**src/rtl/core/bdar_pkg.sv**
```systemverilog
`default_nettype none

package bdar_pkg;

	localparam int unsigned TIME_W   = 32;
	localparam int unsigned MS16_W   = 16;
	localparam int unsigned CHECK_W  = 8;
	localparam int unsigned REPEAT_W = 16;
	localparam int unsigned CFG_IDX_W  = 3;
	localparam int unsigned CFG_DATA_W = 16;

	// Configuration register indexes
	typedef enum logic [CFG_IDX_W-1:0] {
		REG_ENABLE       = 3'd0,
		REG_ACTIVE_LEVEL = 3'd1,
		REG_DEBOUNCE_MS  = 3'd2,
		REG_REPEAT_MS    = 3'd3,
		REG_CHECK_PERIOD = 3'd4
	} reg_index_t;

	typedef struct packed {
		logic               enable;
		logic               active_level;
		logic [MS16_W-1:0]  debounce_ms;
		logic [MS16_W-1:0]  repeat_ms;
		logic [CHECK_W-1:0] check_period_ms;
	} cfg_t;

	localparam cfg_t CFG_RESET = '{
		enable:          1'b0,
		active_level:    1'b0,
		debounce_ms:     16'd50,
		repeat_ms:       16'd0,
		check_period_ms: 8'd10
	};

	typedef struct packed {
		logic                first_sample;
		logic                stable_level;
		logic [TIME_W-1:0]   time_in_state;
		logic [TIME_W-1:0]   last_sample_time;
		logic [TIME_W-1:0]   last_repeat_time;
		logic [REPEAT_W-1:0] repeat_counter;
	} state_t;

	localparam state_t STATE_RESET = '{
		first_sample:     1'b1,
		stable_level:     1'b0,
		time_in_state:    '0,
		last_sample_time: '0,
		last_repeat_time: '0,
		repeat_counter:   '0
	};

	typedef struct packed {
		logic                active;
		logic [TIME_W-1:0]   duration_ms;
		logic [REPEAT_W-1:0] repeat_number;
	} result_t;

endpackage

`default_nettype wire

```
**src/rtl/core/bdar_ifs.sv**
```systemverilog
`default_nettype none

interface bdar_in_if;
	logic        valid;
	logic        ready;
	logic [31:0] now_ms;
	logic        pin_level;

	modport source (output valid, output now_ms, output pin_level, input ready);
	modport sink   (input valid, input now_ms, input pin_level, output ready);
endinterface

interface bdar_out_if;
	logic        valid;
	logic        ready;
	logic        active;
	logic [31:0] duration_ms;
	logic [15:0] repeat_number;

	modport source (output valid, output active, output duration_ms,
		output repeat_number, input ready);
	modport sink   (input valid, input active, input duration_ms,
		input repeat_number, output ready);
endinterface

`default_nettype wire

```
**src/rtl/core/button_debounce_autorepeat.sv**
```systemverilog
`default_nettype none

// Push-button debouncer with auto-repeat.
// in_ch carries one beat per pin sample: a free-running millisecond
// timestamp (wrapping) and the raw pin level. out_ch carries button events:
// the debounced level, the time spent in the state, and a repeat index
// (0 for a state change, counting up for auto-repeats while pressed).
// Most input beats produce no event; at most one event follows a beat.
//
// Timing: an accepted beat lands in the stage-1 register; when stage 1
// advances, the debounce/repeat update commits and any event is written
// to the output register, from which it is offered on out_ch.
// The update is one subtract/add/compare pass, so a beat is taken every cycle unless a stall holds it.
// Stalls: while an undelivered event sits in the output register, stage 1
// holds its beat and in_ch.ready drops (an empty stage 1 first takes one
// more beat); in_ch.ready follows out_ch.ready in the same cycle.
//
// Reset clears the debounce state (next sample only seeds the level), both
// valid flags, and loads the register defaults: disabled, pressed = pin low,
// 50 ms debounce, no repeat, 10 ms check period. Write the registers over
// the cfg port only while the block is idle.
module button_debounce_autorepeat (
	input  logic                                clk,
	input  logic                                arst_n,
	bdar_in_if.sink                             in_ch,
	bdar_out_if.source                          out_ch,
	input  logic                                cfg_we,
	input  logic [bdar_pkg::CFG_IDX_W-1:0]      cfg_index,
	input  logic [bdar_pkg::CFG_DATA_W-1:0]     cfg_data
);
	import bdar_pkg::*;

	cfg_t              cfg_q;
	state_t            state_q;
	state_t            nxt_state;
	logic              emit;
	result_t           result;

	logic              valid_s1;
	logic [TIME_W-1:0] now_ms_s1;
	logic              pin_level_s1;

	logic              out_valid_q;
	result_t           out_q;

	logic              advance;

	// stage 1 may advance whenever the output slot is free or draining
	assign advance     = valid_s1 && (!out_valid_q || out_ch.ready);
	assign in_ch.ready = !valid_s1 || advance;

	// register file
	always_ff @(posedge clk or negedge arst_n) begin
		if (!arst_n) begin
			cfg_q <= CFG_RESET;
		end else if (cfg_we) begin
			unique case (cfg_index)
				REG_ENABLE:       cfg_q.enable          <= cfg_data[0];
				REG_ACTIVE_LEVEL: cfg_q.active_level    <= cfg_data[0];
				REG_DEBOUNCE_MS:  cfg_q.debounce_ms     <= cfg_data[MS16_W-1:0];
				REG_REPEAT_MS:    cfg_q.repeat_ms       <= cfg_data[MS16_W-1:0];
				REG_CHECK_PERIOD: cfg_q.check_period_ms <= cfg_data[CHECK_W-1:0];
				default: ; // unmapped index: drop the write
			endcase
		end
	end

	// input stage
	always_ff @(posedge clk or negedge arst_n) begin
		if (!arst_n) begin
			valid_s1 <= 1'b0;
		end else if (in_ch.ready) begin
			valid_s1 <= in_ch.valid;
		end
	end

	always_ff @(posedge clk) begin
		if (in_ch.valid && in_ch.ready) begin
			now_ms_s1    <= in_ch.now_ms;
			pin_level_s1 <= in_ch.pin_level;
		end
	end

	bdar_step u_step (
		.cfg       (cfg_q),
		.cur_state (state_q),
		.now_ms    (now_ms_s1),
		.pin_level (pin_level_s1),
		.nxt_state (nxt_state),
		.emit      (emit),
		.result    (result)
	);

	// commit the debounce state once per advancing beat
	always_ff @(posedge clk or negedge arst_n) begin
		if (!arst_n) begin
			state_q <= STATE_RESET;
		end else if (advance) begin
			state_q <= nxt_state;
		end
	end

	// output register
	always_ff @(posedge clk or negedge arst_n) begin
		if (!arst_n) begin
			out_valid_q <= 1'b0;
		end else if (advance) begin
			out_valid_q <= emit;
		end else if (out_ch.ready) begin
			out_valid_q <= 1'b0;
		end
	end

	always_ff @(posedge clk) begin
		if (advance && emit) begin
			out_q <= result;
		end
	end

	assign out_ch.valid         = out_valid_q;
	assign out_ch.active        = out_q.active;
	assign out_ch.duration_ms   = out_q.duration_ms;
	assign out_ch.repeat_number = out_q.repeat_number;

endmodule

`default_nettype wire

```
**src/rtl/core/bdar_step.sv**
```systemverilog
`default_nettype none

module bdar_step (
	input  bdar_pkg::cfg_t               cfg,
	input  bdar_pkg::state_t             cur_state,
	input  logic [bdar_pkg::TIME_W-1:0]  now_ms,
	input  logic                         pin_level,
	output bdar_pkg::state_t             nxt_state,
	output logic                         emit,
	output bdar_pkg::result_t            result
);
	import bdar_pkg::*;

	logic [TIME_W-1:0]   elapsed;
	logic [TIME_W-1:0]   tis_sum;
	logic [TIME_W-1:0]   since_repeat;
	logic [REPEAT_W-1:0] count_inc;
	logic                sample;
	logic                level;

	assign elapsed      = now_ms - cur_state.last_sample_time;
	assign tis_sum      = cur_state.time_in_state + elapsed;
	assign since_repeat = now_ms - cur_state.last_repeat_time;
	assign count_inc    = cur_state.repeat_counter + REPEAT_W'(1);
	assign sample       = cfg.enable &&
		(elapsed > {{(TIME_W-CHECK_W){1'b0}}, cfg.check_period_ms});
	assign level        = (pin_level == cfg.active_level);

	always_comb begin
		nxt_state = cur_state;
		emit      = 1'b0;
		result    = '{active: level, duration_ms: tis_sum, repeat_number: '0};
		if (sample) begin
			nxt_state.time_in_state    = tis_sum;
			nxt_state.last_sample_time = now_ms;
			priority if (cur_state.first_sample) begin
				// first sample only seeds the stable level
				nxt_state.stable_level = level;
				nxt_state.first_sample = 1'b0;
			end else if (level != cur_state.stable_level) begin
				if (tis_sum > {{(TIME_W-MS16_W){1'b0}}, cfg.debounce_ms}) begin
					nxt_state.stable_level     = level;
					nxt_state.time_in_state    = '0;
					nxt_state.last_repeat_time = now_ms;
					nxt_state.repeat_counter   = '0;
					emit                       = 1'b1;
				end
			end else if (level && (cfg.repeat_ms != '0) &&
				(since_repeat > {{(TIME_W-MS16_W){1'b0}}, cfg.repeat_ms})) begin
				nxt_state.last_repeat_time = now_ms;
				nxt_state.repeat_counter   = count_inc;
				result.repeat_number       = count_inc;
				emit                       = 1'b1;
			end
		end
	end

endmodule

`default_nettype wire

```
**src/flat_wrapper.sv**
```systemverilog
// flat-port wrapper written by rule: the top's interface ports become plain ports
module button_debounce_autorepeat_flat import bdar_pkg::*;
  (clk, arst_n, cfg_we, cfg_index, cfg_data, in_ch_valid, in_ch_now_ms, in_ch_pin_level, in_ch_ready, out_ch_valid, out_ch_active, out_ch_duration_ms, out_ch_repeat_number, out_ch_ready);
  bdar_in_if in_ch_i ();
  bdar_out_if out_ch_i ();
  input  logic clk;
  input  logic arst_n;
  input  logic cfg_we;
  input  logic [bdar_pkg::CFG_IDX_W-1:0] cfg_index;
  input  logic [bdar_pkg::CFG_DATA_W-1:0] cfg_data;
  input wire logic [$bits(in_ch_i.valid)-1:0] in_ch_valid;
  input wire logic [$bits(in_ch_i.now_ms)-1:0] in_ch_now_ms;
  input wire logic [$bits(in_ch_i.pin_level)-1:0] in_ch_pin_level;
  output wire logic [$bits(in_ch_i.ready)-1:0] in_ch_ready;
  output wire logic [$bits(out_ch_i.valid)-1:0] out_ch_valid;
  output wire logic [$bits(out_ch_i.active)-1:0] out_ch_active;
  output wire logic [$bits(out_ch_i.duration_ms)-1:0] out_ch_duration_ms;
  output wire logic [$bits(out_ch_i.repeat_number)-1:0] out_ch_repeat_number;
  input wire logic [$bits(out_ch_i.ready)-1:0] out_ch_ready;
  assign in_ch_i.valid = in_ch_valid;
  assign in_ch_i.now_ms = in_ch_now_ms;
  assign in_ch_i.pin_level = in_ch_pin_level;
  assign in_ch_ready = in_ch_i.ready;
  assign out_ch_valid = out_ch_i.valid;
  assign out_ch_active = out_ch_i.active;
  assign out_ch_duration_ms = out_ch_i.duration_ms;
  assign out_ch_repeat_number = out_ch_i.repeat_number;
  assign out_ch_i.ready = out_ch_ready;
  button_debounce_autorepeat u_core (.clk(clk), .arst_n(arst_n), .in_ch(in_ch_i), .out_ch(out_ch_i), .cfg_we(cfg_we), .cfg_index(cfg_index), .cfg_data(cfg_data));
endmodule
```
**config.mk**
```make
export PLATFORM = sky130hd
export DESIGN_NAME = button_debounce_autorepeat_flat
export DESIGN_NICKNAME = d
export VERILOG_FILES = /design/src/rtl/core/bdar_pkg.sv /design/src/rtl/core/bdar_ifs.sv /design/src/rtl/core/button_debounce_autorepeat.sv /design/src/rtl/core/bdar_step.sv /design/src/flat_wrapper.sv
export SDC_FILE = /design/constraint.sdc
export NUM_CORES = 1
export LEC_CHECK = 0
export BUFFER_PORTS_ARGS = -buffer_cell sky130_fd_sc_hd__buf_2
export CAP_MARGIN = 20
export CORE_AREA = 2 2 147 178
export CTS_CLUSTER_DIAMETER = 120
export CTS_CLUSTER_SIZE = 28
export DETAILED_ROUTE_END_ITERATION = 10
export DIE_AREA = 0 0 149 180
export GPL_TIMING_DRIVEN = 0
export PLACE_DENSITY = 0.85
export REMOVE_ABC_BUFFERS = 1
export SYNTH_ARGS = -nofsm -noshare
export SYNTH_HDL_FRONTEND = slang
export SYNTH_SLANG_ARGS = --single-unit
```
**constraint.sdc**
```tcl
create_clock -name clk -period 14.6 [get_ports clk]
set_clock_uncertainty 0.05 [all_clocks]
set_input_delay 4.38 -clock clk [delete_from_list [all_inputs] [get_ports clk]]
set_output_delay 4.38 -clock clk [all_outputs]
set_load 0.02 [all_outputs]
```
==> out/qor.csv, run 1 <==
stage,metric,value,unit
place,placed_cells,2064,
routing,totalWireLength,38700,um
floorplanning,die_area,26800,um^2
floorplanning,start_util,0.653,
synth,synth-seq-cells,240,
grt,grt_overflow_total,0,
synth,synth.distinct_cells,89,
routing,met3WireLength,2140,um
sta,fin_tns_setup,0,ns
synth,synth_area,16400,um^2
sta,hold_viol_final,0,
worst_setup_path,cp_max_fo,3,
routing,met1Wirelength,16200,um
cells_and_area,nFillCells,1951,
cells_and_area,area_growth,7.04,%
routing,wire_per_inst,18.6,um
floorplanning,die_w,149,um
run_status,status,completed,
cts,cts_resized,0,
sta,slew_violations,0,
sta,setup_viol,0,
worst_setup_path,required,10.17,ns
worst_setup_path,arrival,4.84,ns
grt,antenna_found_initial,0,
floorplanning,core,25100,um^2
worst_setup_path,cp-start-kind,primary input,
sta,rsz0062_at_grt,false,
cts,post_cts_buffers,0,
synth,ys_warn_count,0,
synth,ys.flop_type,dfrtp_1,
cts,cts_inserted_buffers,12,
floorplanning,die-height,180,um
grt,grt_pass1_wl,62600,um
routing,vias_per_cell,6.35,
place,numPortBuffers,107,
place,gp_congestion,0.950,
worst_setup_path,r2r-end,u_core.state_q[18],
routing,met2_length,19000,um
worst_setup_path,path_class,in -> out,
sta,slew_headroom,0.267,
routing,final_antenna_net_count,0,
cts,clk_path_buf_depth,3,
hold_path,min_path_type,reg -> reg,
cts,cts_sinks,240,
floorplanning,rows,64,
worst_setup_path,reg2reg_depth,27,
cts,root_buffer,clkbuf_16,
cells_and_area,stdcell_count,2084,
routing,route.detailed.drc,0,
routing,dr_total_vias,13200,
cells_and_area,num_antenna_cells,0,
worst_setup_path,endpoint,in_ch_ready,
cts,htree_levels,1,
routing,maxUsedRoutingLayer,met4,
worst_setup_path,crit_start,out_ch_ready,
grt,track_usage,0.286,
synth,synth_cells,1683,
sta,min_period,9.27,ns
cts,holdBufCountCts,0,
cells_and_area,final_nets,1944,
worst_setup_path,r2r_setup_slack,6.98,ns
synth,synth-edff-count,82,
floorplanning,pin_count,108,
sta,worst_pin_slew,1.09,ns
flow_run,cap_violations,0,
cts,cts_tree,yes,
cells_and_area,drive_above_1_share,0.137,
sta,post-route-period-util,0.635,
synth,async_reset_ff_frac,0.658,
routing,drtPass1Iterations,5,
worst_setup_path,worst_setup_path_end_kind,output port,
cts,clock_latency,0.49,ns
synth,yosysSeqAreaShare,0.391,
grt,grt_max_degree,95,
cts,path_clk_slew,0.11,ns
sta,max_freq,108,MHz
place,dp_hpwl,29800,um
synth,syn_avg_cell_area,9.75,um^2
worst_setup_path,r2r-start,u_core.now_ms_s1[4],
routing,drtIter0Drc,851,
grt,grt_pass1_vias,12800,
==> sequential cells by signal, summed over array words and instances (netlist names) <==
| signal | count |
|---|---|
| u_core.cfg_q | 42 |
| u_core.now_ms_s1 | 32 |
| u_core.out_ch.active | 1 |
| u_core.out_ch.duration_ms | 32 |
| u_core.out_ch.repeat_number | 16 |
| u_core.out_ch.valid | 1 |
| u_core.pin_level_s1 | 1 |
| u_core.state_q | 114 |
| u_core.valid_s1 | 1 |
==> worst min path at each step <==
stage                        from                  to  depth (start not counted)
2_1_floorplan  u_core.state_q[48]  u_core.state_q[48]                          2
3_3_place_gp   u_core.state_q[48]  u_core.state_q[48]                          2
3_5_place_dp   u_core.state_q[48]  u_core.state_q[48]                          2
4_1_cts        u_core.state_q[48]  u_core.state_q[48]                          2
5_1_grt        u_core.state_q[62]  u_core.state_q[62]                          1
6_report       u_core.state_q[69]  u_core.state_q[69]                          1
==> cell families after synthesis <==
family / after synthesis / share of synthesized area
buffers and inverters: 204 / 0.0528
AOI/OAI and AO/OA: 484 / 0.198
xor gates and xnor gates: 80 / 0.0427
and+or+nand+nor: 445 / 0.139
muxes: 91 / 0.0689
adders and majority gates: 139 / 0.107
DFF: 240 / 0.391
==> cell usage in the layout (no fill, tap or decap), drive strengths merged, types with 8 or more instances in the layout <==
cell / instances
inv: 141
nand2: 137
o31ai: 12
nand3: 30
buf: 114
o21ai: 113
and3: 33
or4: 8
a211oi: 27
a21oi: 130
xnor2: 56
o21a: 12
xor2: 24
and2: 18
dfrtp: 152
a21boi: 8
mux2i: 8
edfxtp: 82
nand2b: 24
nor2: 72
a21o: 30
a2111oi: 8
nor4: 16
mux2: 83
or3: 15
clkbuf: 19
nor3: 32
o211ai: 19
nand4: 27
a22o: 26
a31oi: 23
ha: 136
o21bai: 10
==> routing by layer <==
metal,up-vias,global-route usage
met1,6367,0.375
met3,93,0.0246
met4,0,0.0964
met2,439,0.500
met5,-,0
li1,6340,-
==> layout make-up <==
class | count | area [um^2] | area share
clock buffer | 19 | 348 | 0.0198
clock inverter | 1 | 16.3 | 0.000926
inverter | 141 | 529 | 0.0301
multi-input combinational | 1239 | 9140 | 0.520
sequential | 240 | 6420 | 0.366
tap | 330 | 413 | 0.0235
timing repair buffer | 114 | 694 | 0.0395
==> synth_stat cells, types with 31 or more instances <==
library cell	instances	area share
a21oi_1	127	0.039
and3_1	33	0.013
clkbuf_1	31	0.0071
dfrtp_1	152	0.23
edfxtp_1	82	0.15
ha_1	136	0.10
inv_1	141	0.032
mux2_2	41	0.028
mux2_4	31	0.028
nand2_1	136	0.031
nor2_1	72	0.016
o21ai_0	105	0.032
xnor2_1	56	0.030
==> through the flow <==
stage	worst slack, ns	hold slack [ns]	utilization	instance area, um^2
6_report	5.33	0.449	0.699	17600
5_1_grt	5.27	0.476	0.699	17600
4_1_cts	5.33	0.453	0.699	17600
3_5_place_dp	5.33	0.431	0.684	17200
3_3_place_gp	4.89	0.419	0.677	17000
2_1_floorplan	5.51	0.404	-	16100
==> critical path: stages <==
cell	delay (ns)
buf_2	0.10
inv_1	0.08
nand3_1	0.11
buf_2	0.18
Power of run 1 is left out: the tool's default activity adds up to more than one toggle a clock period on the data nets, which glitch-free logic cannot reach.
==> run 2, diff against run 1 <==
CORE_AREA = 2 2 152 184   (was 2 2 147 178)
DIE_AREA = 0 0 154 186   (was 0 0 149 180)
PLACE_DENSITY = 0.8   (was 0.85)
clock period = 8.7 ns   (was 14.6 ns; I/O delays follow)
==> run 2 against run 1 <==
  * Global-route usage fell by 1.1 points
  * Sequential share of layout area decreased by 0.083 points
  * Hold slack improved by 0.0046 ns
  * Critical path depth grew 23
  * Utilization down 4.3 points
  * Critical endpoint is now u_core.state_q[19]
  * Final cell count increased by 0.53%
  * Non-clock buffer count up 1
  * Clock-buffer cell count is the same
  * Routed wire length grew 1.9%
==> out/qor.csv, run 2 (synthesized netlist as in run 1, its figures left out) <==
stage,metric,value,unit,change
run_status,status,completed,,unchanged
cts,cts_tree,yes,,unchanged
routing,wire_per_inst,18.8,um,was 18.6 um
grt,track_usage,0.275,,was 0.286
cells_and_area,area_growth,7.29,%,was 7.04%
sta,post-route-period-util,0.907,,
worst_setup_path,path_delay_family,compound AO/OA/AOI/OAI gates,,was buffers and inverters
place,numPortBuffers,107,,unchanged
cts,clk_path_buf_depth,3,,unchanged
worst_setup_path,path_buf_inv,3,,unchanged
place,gp_congestion,0.950,,about the same
cells_and_area,drive_above_1_share,0.137,,about the same
worst_setup_path,cp_max_fo,20,,was 3
place,dp_hpwl,30500,um,was 29800 um
cts,cts_sinks,240,,unchanged
cells_and_area,layout_commonest_cell,dfrtp_1,,unchanged
routing,vias_per_cell,6.28,,was 6.35
cts,path_clk_slew,0.10,ns,was 0.11 ns
grt,grt_pass1_wl,63900,um,was 62600 um
sta,max_freq,127,MHz,
routing,route.detailed.drc,0,,unchanged
cells_and_area,final_nets,1945,,was 1944
grt,grt_overflow_total,0,,unchanged
worst_setup_path,max_stage_delay,0.62,ns,was 0.18 ns
worst_setup_path,r2r_setup_slack,0.81,ns,was 6.98 ns
grt,grt_pass1_vias,12700,,was 12800
cts,root_buffer,clkbuf_16,,unchanged
routing,totalWireLength,39400,um,was 38700 um
sta,setup_viol,0,,unchanged
sta,hold_viol_final,0,,unchanged
routing,drtIter0Drc,773,,was 851
worst_setup_path,timing.critical_path.mode_cell,o21ai_0,,was buf_2
cts,holdBufCountCts,0,,unchanged
floorplanning,core,26800,um^2,was 25100 um^2
grt,antenna_found_initial,0,,unchanged
floorplanning,die_w,154,um,was 149 um
routing,drtPass1Iterations,5,,unchanged
grt,grt_max_degree,109,,was 95
floorplanning,die-height,186,um,was 180 um
cells_and_area,nFillCells,2152,,was 1951
worst_setup_path,required,9.02,ns,was 10.17 ns
hold_path,min_path_type,reg -> reg,,unchanged
worst_setup_path,cp-start-kind,flop,,was primary input
cells_and_area,largest_reg_flops,114,,unchanged
sta,slew_headroom,0.285,,was 0.267
worst_setup_path,worst_setup_path_end_kind,flop,,was output port
cts,htree_levels,1,,unchanged
sta,fin_tns_setup,0,ns,unchanged
cts,clock_latency,0.50,ns,was 0.49 ns
floorplanning,rows,66,,was 64
cts,cts_inserted_buffers,12,,unchanged
cts,cts_resized,0,,unchanged
cells_and_area,final_cell_mix,"dfrtp_1 (152), inv_1 (141), nand2_1 (136), ha_1 (136), a21oi_1 (127)",,unchanged
floorplanning,start_util,0.611,,was 0.653
floorplanning,pin_count,108,,unchanged
worst_setup_path,slowest_stage,o21ai_0,,was buf_2
worst_setup_path,arrival,8.21,ns,was 4.84 ns
cells_and_area,reg.largest.list,"u_core.state_q x114, u_core.cfg_q x42",,unchanged
sta,worst_pin_slew,1.07,ns,was 1.09 ns
routing,dr_total_vias,13200,,about the same
cells_and_area,num_antenna_cells,0,,unchanged
floorplanning,die_area,28600,um^2,was 26800 um^2
routing,final_antenna_net_count,0,,unchanged
sta,slew_violations,0,,unchanged
sta,rsz0062_at_grt,false,,unchanged
sta,min_period,7.89,ns,
worst_setup_path,path_class,reg -> reg,,was in -> out
cts,post_cts_buffers,0,,unchanged
flow_run,cap_violations,0,,unchanged
cells_and_area,regMostFlops,u_core.state_q,,unchanged
==> run 2: worst reg2reg max path: stages (launching register included) <==
cell and delay (ns):
edfxtp_1 0.50, ha_1 0.44, a21oi_1 0.13, o21ai_0 0.62, nor2_1 0.20, o21ai_0 0.42
xnor2_1 0.26, inv_1 0.17, ha_1 0.36, and3_1 0.21, and3_1 0.19, a221oi_2 0.42
o21ai_1 0.19, xor2_1 0.41, ha_1 0.34, and3_1 0.21, o21ai_0 0.12, a21oi_1 0.09
a211oi_1 0.26, o21ai_0 0.13, o21a_1 0.15, or4_1 0.42, nand4bb_4 0.23, o31ai_4 0.31
a21oi_4 0.21, buf_16 0.25, buf_12 0.18, mux2_4 0.34
==> run 2: area by class of cell <==
class / count / area (um^2) / area share
Multi-Input combinational cell: 1239 / 9140 / 0.519
Sequential cell: 240 / 6420 / 0.365
Timing Repair Buffer: 115 / 722 / 0.0410
Inverter: 141 / 529 / 0.0301
Tap cell: 340 / 425 / 0.0242
Clock buffer: 19 / 348 / 0.0198
Clock inverter: 1 / 16.3 / 0.000924
==> run 2: final timing paths <==
kind | start | endpoint | cells past startpoint
worst max-delay path | u_core.now_ms_s1[4] | u_core.state_q[19] | 27
worst min-delay path | u_core.state_q[66] | u_core.state_q[66] | 1
worst max register to register | u_core.now_ms_s1[4] | u_core.state_q[19] | 27
worst min register to register | u_core.state_q[66] | u_core.state_q[66] | 1
max in group asynchronous | arst_n | u_core.state_q[6] | 2
min in group asynchronous | arst_n | u_core.state_q[33] | 1
==> run 2: routing by layer <==
| metal | GRT usage | part of all wire | up-vias |
|---|---|---|---|
| met5 | 0 | 0 | - |
| met4 | 0.0845 | 0.028 | 0 |
| met3 | 0.0237 | 0.045 | 81 |
| met2 | 0.487 | 0.49 | 361 |
| met1 | 0.361 | 0.44 | 6378 |
| li1 | - | - | 6332 |
==> run 2: metrics by stage <==
| step | hold slack [ns] | area, um^2 | worst slack (ns) | util | instances |
|---|---|---|---|---|---|
| 6_report | 0.454 | 17600 | 0.808 | 0.656 | 2095 |
| 5_1_grt | 0.476 | 17600 | 0.451 | 0.656 | 2095 |
| 4_1_cts | 0.460 | 17600 | 0.955 | 0.656 | 2095 |
| 3_5_place_dp | 0.435 | 17200 | 1.01 | 0.642 | 2075 |
| 3_3_place_gp | 0.418 | 17000 | -0.231 | 0.635 | 2067 |
| 2_1_floorplan | 0.404 | 16100 | 1.81 | - | 1620 |
Power of run 2 is left out for the same reason.
